`config.mk`:
```
export PLATFORM = sky130hd
export DESIGN_NAME = hid_descriptor_usage_parser
export DESIGN_NICKNAME = d
export VERILOG_FILES = /design/src/sv/hdup_pkg.sv /design/src/sv/hdup_parser.sv /design/src/sv/hdup_out_buf.sv /design/src/sv/hid_descriptor_usage_parser.sv
export SDC_FILE = /design/constraint.sdc
export NUM_CORES = 1
export LEC_CHECK = 0
export ABC_AREA = 1
export BUFFER_PORTS_ARGS = -buffer_cell sky130_fd_sc_hd__buf_2
export CAP_MARGIN = 20
export CORE_MARGIN = 2
export CORE_UTILIZATION = 40
export DETAILED_ROUTE_END_ITERATION = 10
export PLACE_DENSITY = 0.69
export SKIP_LAST_GASP = 1
export SLEW_MARGIN = 20
export SYNTH_ARGS = -nofsm -noshare
export SYNTH_HDL_FRONTEND = slang
export SYNTH_SLANG_ARGS = --single-unit
```
`constraint.sdc`:
```
create_clock -name clk -period 4.9 [get_ports clk]
set_input_delay 0.735 -clock clk [delete_from_list [all_inputs] [get_ports clk]]
set_output_delay 0.735 -clock clk [all_outputs]
set_load 0.05 [all_outputs]
```
`src/sv/hdup_pkg.sv`:
```
package hdup_pkg;

  localparam logic [7:0] KEY_MASK  = 8'hfc;
  localparam logic [7:0] LONG_MASK = 8'hf0;
  localparam logic [1:0] LEN_BAD   = 2'h3;
  localparam logic [7:0] KEY_PAGE  = 8'h04;
  localparam logic [7:0] KEY_USAGE = 8'h08;

  typedef enum logic [1:0] {
    PH_TAG  = 2'd0,
    PH_DATA = 2'd1,
    PH_HIGH = 2'd2
  } phase_t;

  typedef enum logic [1:0] {
    TGT_NONE  = 2'd0,
    TGT_PAGE  = 2'd1,
    TGT_USAGE = 2'd2
  } target_t;

  typedef struct packed {
    logic        status;
    logic [15:0] usage;
    logic [15:0] page;
  } result_t;

endpackage

```
`src/sv/hdup_parser.sv`:
```
module hdup_parser (
  input  logic              clk,
  input  logic              rst_n,
  input  logic              beat_acc,
  input  logic [7:0]        desc_byte,
  input  logic              last,
  output logic              res_valid,
  output hdup_pkg::result_t res
);

  hdup_pkg::phase_t  phase_r,  phase_nxt;
  hdup_pkg::target_t target_r, target_nxt;
  logic              two_r,    two_nxt;
  logic [7:0]        low_r,    low_nxt;
  logic [15:0]       page_r,   page_nxt;
  logic [15:0]       usage_r,  usage_nxt;
  logic              err_r,    err_nxt;

  logic [7:0]        key;
  logic [1:0]        len;
  logic              load;
  logic [15:0]       load_val;
  hdup_pkg::target_t load_tgt;

  assign key = desc_byte & hdup_pkg::KEY_MASK;
  assign len = desc_byte[1:0];

  always_comb begin
    phase_nxt  = phase_r;
    target_nxt = target_r;
    two_nxt    = two_r;
    low_nxt    = low_r;
    page_nxt   = page_r;
    usage_nxt  = usage_r;
    err_nxt    = err_r;
    load       = 1'b0;
    load_val   = '0;
    load_tgt   = target_r;

    if (!err_r) begin
      unique case (phase_r)
        hdup_pkg::PH_DATA: begin
          if (two_r) begin
            low_nxt   = desc_byte;
            two_nxt   = 1'b0;
            phase_nxt = hdup_pkg::PH_HIGH;
          end else begin
            load     = 1'b1;
            load_val = {8'h00, desc_byte};
          end
        end
        hdup_pkg::PH_HIGH: begin
          load     = 1'b1;
          load_val = {desc_byte, low_r};
        end
        default: begin
          // tag byte (unused phase code behaves the same)
          if ((key & hdup_pkg::LONG_MASK) == hdup_pkg::LONG_MASK || len == hdup_pkg::LEN_BAD) begin
            err_nxt = 1'b1;
          end else begin
            priority if (key == hdup_pkg::KEY_PAGE) begin
              load_tgt = hdup_pkg::TGT_PAGE;
            end else if (key == hdup_pkg::KEY_USAGE) begin
              load_tgt = hdup_pkg::TGT_USAGE;
            end else begin
              load_tgt = hdup_pkg::TGT_NONE;
            end
            target_nxt = load_tgt;
            if (len == 2'd0) begin
              load = 1'b1;
            end else begin
              two_nxt   = len[1];
              phase_nxt = hdup_pkg::PH_DATA;
            end
          end
        end
      endcase

      if (load) begin
        if (load_tgt == hdup_pkg::TGT_PAGE) begin
          page_nxt = load_val;
        end
        if (load_tgt == hdup_pkg::TGT_USAGE) begin
          usage_nxt = load_val;
        end
        phase_nxt  = hdup_pkg::PH_TAG;
        target_nxt = hdup_pkg::TGT_NONE;
        two_nxt    = 1'b0;
      end

      // descriptor ends with data still owed
      if (!err_nxt && last && phase_nxt != hdup_pkg::PH_TAG) begin
        err_nxt = 1'b1;
      end
    end
  end

  assign res_valid  = beat_acc && last;
  assign res.page   = page_nxt;
  assign res.usage  = usage_nxt;
  assign res.status = err_nxt;

  always_ff @(posedge clk) begin
    if (!rst_n || (beat_acc && last)) begin
      phase_r  <= hdup_pkg::PH_TAG;
      target_r <= hdup_pkg::TGT_NONE;
      two_r    <= 1'b0;
      low_r    <= '0;
      page_r   <= '0;
      usage_r  <= '0;
      err_r    <= 1'b0;
    end else if (beat_acc) begin
      phase_r  <= phase_nxt;
      target_r <= target_nxt;
      two_r    <= two_nxt;
      low_r    <= low_nxt;
      page_r   <= page_nxt;
      usage_r  <= usage_nxt;
      err_r    <= err_nxt;
    end
  end

  a_clear_after_last: assert property (@(posedge clk) disable iff (!rst_n)
    beat_acc && last |=> phase_r == hdup_pkg::PH_TAG && !err_r && page_r == '0 && usage_r == '0)
    else $error("parser state not cleared after last beat");

  a_err_sticky: assert property (@(posedge clk) disable iff (!rst_n)
    err_r && !(beat_acc && last) |=> err_r)
    else $error("error flag dropped inside a descriptor");

  a_err_freezes: assert property (@(posedge clk) disable iff (!rst_n)
    err_r && !(beat_acc && last) |=> $stable(page_r) && $stable(usage_r))
    else $error("usage registers changed after error");

endmodule

```
`src/sv/hdup_out_buf.sv`:
```
module hdup_out_buf (
  input  logic              clk,
  input  logic              rst_n,
  input  logic              push,
  input  hdup_pkg::result_t push_data,
  output logic              ready,
  output logic              out_valid,
  input  logic              out_ready,
  output hdup_pkg::result_t out_data
);

  hdup_pkg::result_t mem_r [2];
  logic              wr_ptr_r, rd_ptr_r;
  logic [1:0]        count_r,  count_nxt;
  logic              pop;

  assign ready     = (count_r != 2'd2);
  assign out_valid = (count_r != 2'd0);
  assign out_data  = mem_r[rd_ptr_r];
  assign pop       = out_valid && out_ready;

  always_comb begin
    count_nxt = count_r;
    if (push && !pop) begin
      count_nxt = count_r + 2'd1;
    end else if (pop && !push) begin
      count_nxt = count_r - 2'd1;
    end
  end

  always_ff @(posedge clk) begin
    if (!rst_n) begin
      wr_ptr_r <= 1'b0;
      rd_ptr_r <= 1'b0;
      count_r  <= '0;
    end else begin
      count_r <= count_nxt;
      if (push) begin
        wr_ptr_r <= ~wr_ptr_r;
      end
      if (pop) begin
        rd_ptr_r <= ~rd_ptr_r;
      end
    end
  end

  always_ff @(posedge clk) begin
    if (push) begin
      mem_r[wr_ptr_r] <= push_data;
    end
  end

  a_no_overflow: assert property (@(posedge clk) disable iff (!rst_n)
    push |-> count_r != 2'd2)
    else $error("result pushed into full buffer");

  a_count_range: assert property (@(posedge clk) disable iff (!rst_n)
    count_r != 2'd3)
    else $error("buffer count out of range");

  a_ptr_count: assert property (@(posedge clk) disable iff (!rst_n)
    (count_r == 2'd1) == (wr_ptr_r != rd_ptr_r))
    else $error("buffer pointers disagree with count");

endmodule

```
`src/sv/hid_descriptor_usage_parser.sv`:
```
// HID report descriptor short-item parser. Takes one descriptor byte per
// beat on in_ (byte in in_tdata, in_tlast on the final byte) and, for every
// descriptor, returns one beat on out_, written into the output buffer
// when its last byte is accepted: the last usage page and usage values
// seen, and in out_tuser a malformed flag (long item, length code 3, or
// data cut off by the end of the descriptor). After an error the rest of
// the descriptor is skipped. Throughput is one byte per cycle while
// in_tready is high; the parse state updates on each accepted byte.
// Results sit in a two-entry output buffer; in_tready drops only when full.
module hid_descriptor_usage_parser (
  input  logic        clk,
  input  logic        rst_n,
  input  logic        in_tvalid,
  output logic        in_tready,
  input  logic [7:0]  in_tdata,   // [7:0] desc_byte
  input  logic        in_tlast,
  output logic        out_tvalid,
  input  logic        out_tready,
  output logic [31:0] out_tdata,  // [15:0] page, [31:16] usage
  output logic        out_tuser   // [0] status
);

  logic              beat_acc;
  logic              res_valid;
  hdup_pkg::result_t res;
  hdup_pkg::result_t out_res;

  assign beat_acc = in_tvalid && in_tready;

  hdup_parser u_parser (
    .clk       (clk),
    .rst_n     (rst_n),
    .beat_acc  (beat_acc),
    .desc_byte (in_tdata),
    .last      (in_tlast),
    .res_valid (res_valid),
    .res       (res)
  );

  hdup_out_buf u_out_buf (
    .clk       (clk),
    .rst_n     (rst_n),
    .push      (res_valid),
    .push_data (res),
    .ready     (in_tready),
    .out_valid (out_tvalid),
    .out_ready (out_tready),
    .out_data  (out_res)
  );

  assign out_tdata = {out_res.usage, out_res.page};
  assign out_tuser = out_res.status;

endmodule

```
==> results of run 1 <==
==> power groups by stage <==
stage	Clock, mW	Combinational, mW	Sequential (mW)
after floorplan	0	0.718	1.20
after global placement	0	0.809	1.20
after detailed placement	0	0.836	1.21
after CTS	1.29	0.842	1.19
after global routing	1.33	0.923	1.20
final	1.28	0.835	1.19
==> cell usage after synthesis, types with 2 or more instances <==
cell / instances
a21oi_1: 20
inv_1: 61
o21ai_0: 19
buf_2: 2
buf_6: 11
buf_4: 2
ha_1: 4
nand3_1: 60
clkbuf_1: 7
mux2_2: 33
nor2_2: 2
dfxtp_1: 51
nand2_1: 113
nand2_4: 2
nand2_2: 27
nor2_4: 2
buf_1: 2
edfxtp_1: 66
nand3_2: 18
nor2_1: 86
o31ai_1: 8
inv_2: 3
==> logic make-up after synthesis <==
group | after synthesis | share of synthesized area, %
AOI/OAI and AO/OA | 49 | 4.95
and+or+nand+nor | 312 | 26.2
adders and majority gates | 4 | 0.892
muxes | 33 | 6.63
DFF | 117 | 53.5
buffers and inverters | 90 | 7.76
==> registers in the layout, summed over array words and instances (netlist names), named ones only <==
register	flops
u_parser.usage_r	16
u_parser.err_r	1
u_out_buf.wr_ptr_r	1
u_parser.page_r	16
u_parser.two_r	1
u_parser.low_r	8
u_parser.phase_r	2
u_out_buf.count_r	2
u_out_buf.rd_ptr_r	1
u_out_buf.mem_r	66
u_parser.target_r	2
==> path summary, 6_finish.rpt <==
| check | start | to | cells past startpoint |
|---|---|---|---|
| worst max-delay path | u_parser.phase_r[0] | u_out_buf.mem_r[1][23] | 7 |
| worst min-delay path | u_out_buf.rd_ptr_r | u_out_buf.rd_ptr_r | 2 |
| worst max register to register | u_parser.phase_r[0] | u_out_buf.mem_r[1][23] | 7 |
| worst min register to register | u_out_buf.rd_ptr_r | u_out_buf.rd_ptr_r | 2 |
==> metal layers <==
metal | GRT usage [%] | wire length (microns) | part of all wire [%] | up-vias
li1 | - | - | - | 2086
met1 | 20.4 | 5230 | 43 | 1945
met2 | 29.3 | 5830 | 48 | 108
met3 | 5.07 | 610 | 5.1 | 30
met4 | 7.76 | 352 | 2.9 | 0
met5 | 0 | 0 | 0 | -
==> layout make-up <==
cell class                      count  area (sq um)
Clock inverter                     15           188
Multi-Input combinational cell    398          2180
Fill cell                        1298          7250
Timing Repair Buffer               51           265
Tap cell                          180           225
Inverter                           65           244
Sequential cell                   117          3000
Clock buffer                       17           425
==> tightest hold or removal path, delay by kind of cell, from the launching register on <==
family | cells | cell delay, ns
AO/OA/AOI/OAI | 1 | 0.06
buffers and inverters | 1 | 0.08
flip-flops | 1 | 0.29
==> stage by stage <==
step	instance area, sq um	hold WS [ns]	instances
2_1_floorplan	5610	0.447	605
3_3_place_gp	5910	0.459	811
3_5_place_dp	5910	0.470	811
4_1_cts	6530	0.480	843
5_1_grt	6530	0.502	843
6_report	6530	0.486	843
==> reports/qor.csv, run 1 <==
metric,value,unit
numClockSinks,117,
finalNetCount,667,
slew_violations,0,
power_frac_seq,36.1,%
first_pass_iters,5,
p_switching,1.08,mW
crit_family,simple AND/OR/NAND/NOR gates,
yosysWarnings,0,
syn-cell-area,0.00561,sq mm
dieArea,0.0150,sq mm
drt_iter0_markers,414,
setup-tns-final,0,ns
clk_pin_slew,0.06,ns
synth_area_per_cell,9.27,sq um
cellLeakagePower,2.95,nW
synth_edf_count,66,
io_pins,48,
start_util,40.7,%
cts_tree,yes,
worst_slew_pin_slew,0.981,ns
area_growth,16.4,%
post-route-drc-count,0,
start_kind,flip-flop,
rows,43,
synthTopCellsByArea,"edfxtp_1, dfxtp_1, nand2_1, mux2_2, nor2_1",
hold_viol,0,
grt_util_all_layers,17.3,%
power,3.30,mW
gp_congestion,0.875,
yosysTopAreaCell,edfxtp_1,
die_w,122,microns
post-route-min-period,3.04,ns
grt_start_max_net_pins,67,
vias,4169,
synth-seq-area-share,53.5,%
dpl.hpwl,7.89,mm
clkPwrFrac,38.6,%
post_cts_buffers,0,
post-place-ws,1.74,ns
cts_buffers,17,
ant_nets,0,
path_max_fanout,34,
path_class,reg -> reg,
timing.slew.headroom,34.5,%
power.internal,2.22,mW
grt_pass1_wl,19.9,mm
ys.flop_type,edfxtp_1,
final_cell_mix,"nand2_1, nor2_1, edfxtp_1",
fp.dieH,122,microns
gr-total-overflow,0,
drive_gt1_share,26.1,%
worst-path-buf-inv,1,
grt_pass1_vias,4185,
fmax,329,MHz
slowest_stage,a21oi_4,
endpoint_kind,flip-flop,
layout_setup_ws,1.86,ns
ir_drop,200,uV
core-area,0.0138,sq mm
crit_required,5.05,ns
timing.final.crit_share,62.1,%
clock_path_buffers,2,
cts_resized,0,
syn-num-nets,622,
antenna_found_initial,0,
cts_hold_buf,0,
clock_latency,0.41,ns
layout_commonest_cell,nand2_1,
ys_ff_latch,117,
final_util,47.4,%
routed_wl,12.0,mm
combPwrFrac,25.3,%
htree_levels,4,
async_reset_ff_share,0,%
outcome,completed,
rsz0062_at_grt,no,
maxCapViolCount,0,
worstPathCellList,inv_1 -> ha_1 -> nand4_2 -> a21oi_4 -> nand2_4 -> nand2_2 -> nand2_1,
cellPowerDensity,506,mW/mm^2
synthDistinctLibCells,28,
r2r_slack,1.86,ns
port_buffers,47,
setup_viol,0,
finClkSkew,0.00710,ns
insertedDiodeCount,0,
arrival,3.19,ns
synth_cells,605,
hp-class,reg -> reg,
switching_share,32.6,%
routedWlPerCell,14.3,microns
synth_top_area_share,35.3,%
cpPeakStageDelay,0.82,ns
via_per_inst,4.95,
clk_root_buffer_cell,clkbuf_16,
No activity file was read; power rests on OpenSTA's default activity.
==> run 2: changes to the inputs <==
--- a/config.mk
+++ b/config.mk
@@ -5,7 +5,7 @@
 export SDC_FILE = /design/constraint.sdc
 export NUM_CORES = 1
 export LEC_CHECK = 0
-export ABC_AREA = 1
+export ABC_AREA = 0
 export BUFFER_PORTS_ARGS = -buffer_cell sky130_fd_sc_hd__buf_2
 export CAP_MARGIN = 20
 export CORE_MARGIN = 2
==> constraint.sdc (replaced) <==
create_clock -name clk -period 3.2 [get_ports clk]
set_input_delay 0.48 -clock clk [delete_from_list [all_inputs] [get_ports clk]]
set_output_delay 0.48 -clock clk [all_outputs]
set_load 0.05 [all_outputs]
==> run 2 against run 1 <==
  * Register-to-register slack worse by 1.3 ns
  * First-iteration DRC count is 41% lower
  * Worst hold slack lost 0.13 ns
  * Clock skew is essentially flat
  * Critical path depth up 1
  * Sequential power rose by 44%
  * Cell count decreased by 20%
  * Synthesized cell count shrank 28%
  * Total power grew 43%
  * Global-route usage is 1.0 points lower
  * Clock-buffer cell count is 8 higher
  * Largest power group unchanged
  * Highest routed layer unchanged
==> reports/qor.csv, run 2 <==
metric,value,unit,change
outcome,completed,,
vias,3478,,-17%
timing.final.crit_share,83.7,%,+22 points
reg_top3,"u_out_buf.mem_r x66, u_parser.page_r x16, u_parser.usage_r x16",,
cpPeakStageDelay,0.40,ns,-0.42 ns
post_cts_buffers,0,,unchanged
dp.cells,639,,-21%
yosysTopAreaCell,edfxtp_1,,
final_cells,671,,-20%
drive_gt1_share,29.3,%,+3.2 points
dieArea,0.0140,sq mm,-6.8%
rsz0062_at_grt,no,,
synthTopCellsByArea,"edfxtp_1, dfxtp_1, mux2_2, mux2_1, nand3_1",,
dpl.hpwl,6.88,mm,-13%
slowest_stage,dfxtp_1,,
synth_cells,438,,-28%
die_w,118,microns,-3.5%
grt_pass1_wl,17.8,mm,-10%
ys_ff_latch,117,,unchanged
reg2reg_from,u_parser.phase_r[0],,
crit_required,3.35,ns,-1.70 ns
worst_slew_pin_slew,0.657,ns,-0.324 ns
port_buffers,47,,unchanged
synth_area_per_cell,11.9,sq um,+28%
cts_resized,0,,unchanged
htree_levels,4,,unchanged
fmax,373,MHz,+13%
hp-class,in -> reg,,
endpoint_kind,flip-flop,,
syn-num-nets,455,,-27%
async_reset_ff_share,0,%,unchanged
post-route-min-period,2.68,ns,-0.362 ns
min_from,rst_n,,
via_per_inst,5.18,,+4.8%
clkPwrFrac,39.7,%,+1.1 points
gp_congestion,0.849,,-3.0%
power.internal,3.23,mW,+45%
antenna_found_initial,0,,unchanged
multiInputGateArea,0.00206,sq mm,-5.1%
synth_edf_count,66,,unchanged
insertedDiodeCount,0,,unchanged
setup-tns-final,0,ns,unchanged
gr-total-overflow,0,,unchanged
area_growth,19.2,%,
drt_iter0_markers,245,,-41%
maxCapViolCount,0,,unchanged
core-area,0.0127,sq mm,-8.0%
power_frac_seq,36.3,%,+0.2 points
hold_viol,0,,unchanged
top_register,u_out_buf.mem_r,,
numClockSinks,117,,unchanged
ir_drop,335,uV,+67%
grt_util_all_layers,16.3,%,-1.0 points
cts_hold_buf,0,,unchanged
routedWlPerCell,15.8,microns,+11%
n_fill_cell,1126,,-13%
switching_share,31.3,%,-1.4 points
holdWs,0.352,ns,-0.134 ns
cellLeakagePower,2.35,nW,-20%
synth-seq-area-share,57.6,%,+4.1 points
final-seq-area,0.00300,sq mm,unchanged
start_kind,flip-flop,,
clock_path_buffers,2,,unchanged
clk_root_buffer_cell,clkbuf_16,,
slew_violations,0,,unchanged
ys.flop_type,edfxtp_1,,
finClkSkew,0.00718,ns,+0.0000771 ns
rows,41,,-4.7%
finalNetCount,503,,-25%
combPwrFrac,24.0,%,-1.3 points
io_pins,48,,unchanged
synth_common_cells,"edfxtp_1, dfxtp_1, mux2_2",,
clock_latency,0.41,ns,about the same
worstPathCellList,inv_1 -> ha_1 -> buf_4 -> o21bai_1 -> and2_1 -> a211oi_4 -> buf_4 -> mux2_2,,
layout_commonest_cell,edfxtp_1,,
worst_path_most_repeated_cell,buf_4,,
path_class,reg -> reg,,
synth.most_common_cell,edfxtp_1,,
routed_wl,10.6,mm,-12%
timing.slew.headroom,56.2,%,+22 points
fp.dieH,118,microns,-3.5%
first_pass_iters,4,,-1
cts_buffers,17,,unchanged
syn-cell-area,0.00521,sq mm,-7.0%
grt_start_max_net_pins,69,,+3.0%
p_switching,1.47,mW,+37%
synth_top_area_share,38.0,%,+2.7 points
clk_pin_slew,0.05,ns,about the same
path_max_fanout,19,,-44%
yosysWarnings,0,,unchanged
cellPowerDensity,757,mW/mm^2,+50%
startpoint,u_parser.phase_r[0],,
post-route-drc-count,0,,unchanged
arrival,2.83,ns,-0.36 ns
final_cell_mix,"edfxtp_1, dfxtp_1, buf_2",,
start_util,41.1,%,+0.42 points
cts_tree,yes,,
ant_nets,0,,unchanged
setup_viol,0,,unchanged
synthDistinctLibCells,48,,+71%
grt_pass1_vias,3470,,-17%
largest_reg_flops,66,,unchanged
[run 2: changes by cell type in the layout (fill, tap and decap cells not counted), sizes merged, moves of 8 or more]
cell,before,now
nor2,90,24
and2,0,14
nand2,142,39
clkbuf,17,25
nand3,78,38
nor2b,0,8
o21ai,19,39
mux2i,0,9
a21oi,21,4
a22oi,0,10
mux2,33,65
inv,64,5
[run 2: layout make-up]
cell class | count | area share [%]
Clock buffer | 25 | 8.66
Tap cell | 172 | 3.46
Timing Repair Buffer | 57 | 4.99
Sequential cell | 117 | 48.3
Clock inverter | 7 | 1.07
Inverter | 5 | 0.302
Multi-Input combinational cell | 288 | 33.2
[run 2: per-layer routing]
metal  track usage, %  share of wire [%]
met5                0                  0
met4             8.06                1.1
met3             4.44                5.0
met2             25.6                 49
met1             20.7                 45
[run 2: power groups by stage]
stage	clock (mW)	sequential [mW]	combinational (mW)
floorplan	0	1.73	0.908
global route	1.97	1.71	1.20
global placement	0	1.73	1.12
finish	1.87	1.71	1.13
CTS	1.90	1.71	1.14
detailed placement	0	1.74	1.14
[run 2: final timing paths]
check | slack, ns | cells after the start | to
worst max-delay path | 0.52 | 8 | u_out_buf.mem_r[1][4]
worst min-delay path | 0.35 | 2 | u_out_buf.wr_ptr_r
worst max register to register | 0.52 | 8 | u_out_buf.mem_r[1][4]
worst min register to register | 0.45 | 2 | u_parser.usage_r[12]
[run 2: stage by stage]
step,total power [mW],instance area (sq um),setup slack (ns),utilization (%)
6_report,4.71,6220,0.521,49.1
5_1_grt,4.89,6220,0.405,49.1
4_1_cts,4.75,6220,0.532,49.1
3_5_place_dp,2.88,5610,0.549,44.3
3_3_place_gp,2.86,5610,0.666,44.3
2_1_floorplan,2.64,5210,0.197,-
[run 2: kinds of logic after synthesis]
group / after synthesis / share of synthesized area, %
adder cells (fa/ha/maj): 4 / 0.960
multiplexers: 74 / 15.8
flip-flops: 117 / 57.6
AND/OR/NAND/NOR: 138 / 13.5
buffers and inverters: 33 / 2.93
XOR/XNOR: 4 / 0.672
AO/OA/AOI/OAI: 68 / 8.57
[run 2: critical path, delay by kind of cell (launching register included)]
kind / cells / cell delay, ns
AO/OA/AOI/OAI: 2 / 0.45
adder cells (fa/ha/maj): 1 / 0.34
buffers and inverters: 3 / 0.59
flip-flops: 1 / 0.40
multiplexers: 1 / 0.38
AND/OR/NAND/NOR: 1 / 0.25
==> run 3: changes to the inputs <==
--- a/config.mk
+++ b/config.mk
@@ -11,7 +11,7 @@
 export CORE_MARGIN = 2
 export CORE_UTILIZATION = 40
 export DETAILED_ROUTE_END_ITERATION = 10
-export PLACE_DENSITY = 0.69
+export PLACE_DENSITY = 0.72
 export SKIP_LAST_GASP = 1
 export SLEW_MARGIN = 20
 export SYNTH_ARGS = -nofsm -noshare
==> constraint.sdc (replaced) <==
create_clock -name clk -period 2.4 [get_ports clk]
set_input_delay 0.36 -clock clk [delete_from_list [all_inputs] [get_ports clk]]
set_output_delay 0.36 -clock clk [all_outputs]
set_load 0.05 [all_outputs]
==> run 3 against run 2 <==
  * Non-clock buffer count increased by 8
  * Worst setup slack got worse by 0.44 ns
  * Worst hold slack got worse by 0.12 ns
  * Die area unchanged
==> reports/qor.csv, run 3 (synthesis results as in run 2) <==
metric,value,unit,change
maxCapViolCount,0,,unchanged
io_pins,48,,unchanged
top_register,u_out_buf.mem_r,,
post_cts_buffers,0,,unchanged
clock_path_buffers,2,,unchanged
worstRegToRegCells,8,,unchanged
power,6.28,mW,+33%
grt_start_max_net_pins,55,,-20%
placed_area,0.00572,sq mm,+1.9%
endpoint_kind,flip-flop,,
vias,3514,,+1.0%
routedWlPerCell,16.3,microns,+3.4%
start_kind,flip-flop,,
arrival,2.47,ns,-0.36 ns
n_fill_cell,1119,,-0.62%
final_cell_area,0.00637,sq mm,+2.4%
worst_slew_pin_slew,0.583,ns,-0.0739 ns
cts_tree,yes,,
htree_levels,4,,unchanged
port_buffers,47,,unchanged
drive_gt1_share,32.0,%,+2.7 points
outcome,completed,,
ir_drop,445,uV,+33%
clk_root_buffer_cell,clkbuf_16,,
start_util,41.1,%,unchanged
largest_reg_flops,66,,unchanged
reg_top3,"u_out_buf.mem_r x66, u_parser.page_r x16, u_parser.usage_r x16",,
min_path_cells,2,,unchanged
clock_latency,0.41,ns,about the same
finalNetCount,511,,+1.6%
area_growth,22.1,%,
timing.final.crit_share,96.8,%,+13 points
path_class,reg -> reg,,
via_per_inst,5.18,,-0.16%
numClockSinks,117,,unchanged
die_w,118,microns,unchanged
path_max_fanout,16,,-3
routed_wl,11.1,mm,+4.6%
ant_nets,0,,unchanged
cellPowerDensity,986,mW/mm^2,+30%
dieArea,0.0140,sq mm,unchanged
dp.cells,646,,+1.1%
grt_pass1_vias,3569,,+2.9%
finClkSkew,0.0109,ns,+0.00377 ns
slew_violations,0,,unchanged
gr-total-overflow,0,,unchanged
clk_pin_slew,0.05,ns,about the same
hp-class,in -> reg,,
post-route-drc-count,0,,unchanged
cts_buffers,17,,unchanged
insertedDiodeCount,0,,unchanged
core-area,0.0127,sq mm,unchanged
hold_viol,0,,unchanged
final_util,50.3,%,+1.2 points
setup_viol,0,,unchanged
drt_iter0_markers,231,,-5.7%
final_cells,679,,+1.2%
post-place-ws,0.0839,ns,-0.465 ns
layout_setup_ws,0.0761,ns,-0.445 ns
fp.dieH,118,microns,unchanged
final_cell_mix,"edfxtp_1, dfxtp_1, buf_2",,
cellLeakagePower,2.40,nW,+2.0%
holdWs,0.231,ns,-0.121 ns
dpl.hpwl,7.28,mm,+5.9%
rsz0062_at_grt,no,,
first_pass_iters,4,,unchanged
fmax,430,MHz,+15%
grt_pass1_wl,18.0,mm,+1.1%
rows,41,,unchanged
grt_util_all_layers,16.7,%,+0.37 points
cts_hold_buf,0,,unchanged
gp_congestion,0.840,,-1.0%
crit_required,2.54,ns,-0.81 ns
timing.slew.headroom,61.1,%,+4.8 points
layout_commonest_cell,edfxtp_1,,
antenna_found_initial,0,,unchanged
setup-tns-final,0,ns,unchanged
post-route-min-period,2.32,ns,-0.355 ns
cts_resized,0,,unchanged
==> run 3: changes by cell type in the layout (fill, tap and decap cells not counted), moves of 2 or more <==
cell / change
ha_1: -2
buf_12: +4
dfxtp_1: -2
dfxtp_2: +2
==> run 3: final timing paths <==
check	from	end	slack, ns
max	u_parser.phase_r[0]	u_out_buf.mem_r[0][13]	0.08
min	rst_n	u_out_buf.wr_ptr_r	0.23
min reg2reg	u_parser.usage_r[3]	u_parser.usage_r[3]	0.45
max reg2reg	u_parser.phase_r[0]	u_out_buf.mem_r[0][13]	0.08
==> run 3: power by group <==
group,internal (mW),switching [mW]
clock network,1.60,0.842
logic,0.470,1.09
registers,2.23,0.0467
==> run 3: layer usage <==
| layer | vias up | routed length, microns | global-route usage, % |
|---|---|---|---|
| met5 | - | 0 | 0 |
| met4 | 0 | 218 | 8.81 |
| met3 | 22 | 612 | 3.91 |
| met2 | 88 | 5430 | 27.0 |
| met1 | 1688 | 4820 | 20.6 |
| li1 | 1716 | - | - |
==> run 3: layout make-up <==
| cell class | instances | area, sq um | share of cell area, % |
|---|---|---|---|
| Tap cell | 172 | 215 | 3.38 |
| Inverter | 5 | 18.8 | 0.295 |
| Multi-Input combinational cell | 288 | 2100 | 33.0 |
| Sequential cell | 117 | 3010 | 47.2 |
| Clock inverter | 9 | 101 | 1.59 |
| Timing Repair Buffer | 65 | 449 | 7.05 |
| Clock buffer | 23 | 478 | 7.51 |
==> run 3: worst max-delay path, cell delays in order, from the launching register on <==
cell,delay (ns)
dfxtp_2,0.33
inv_2,0.05
ha_4,0.25
buf_8,0.15
o21bai_4,0.18
and2_4,0.16
a211oi_4,0.38
clkbuf_16,0.23
mux2_1,0.33
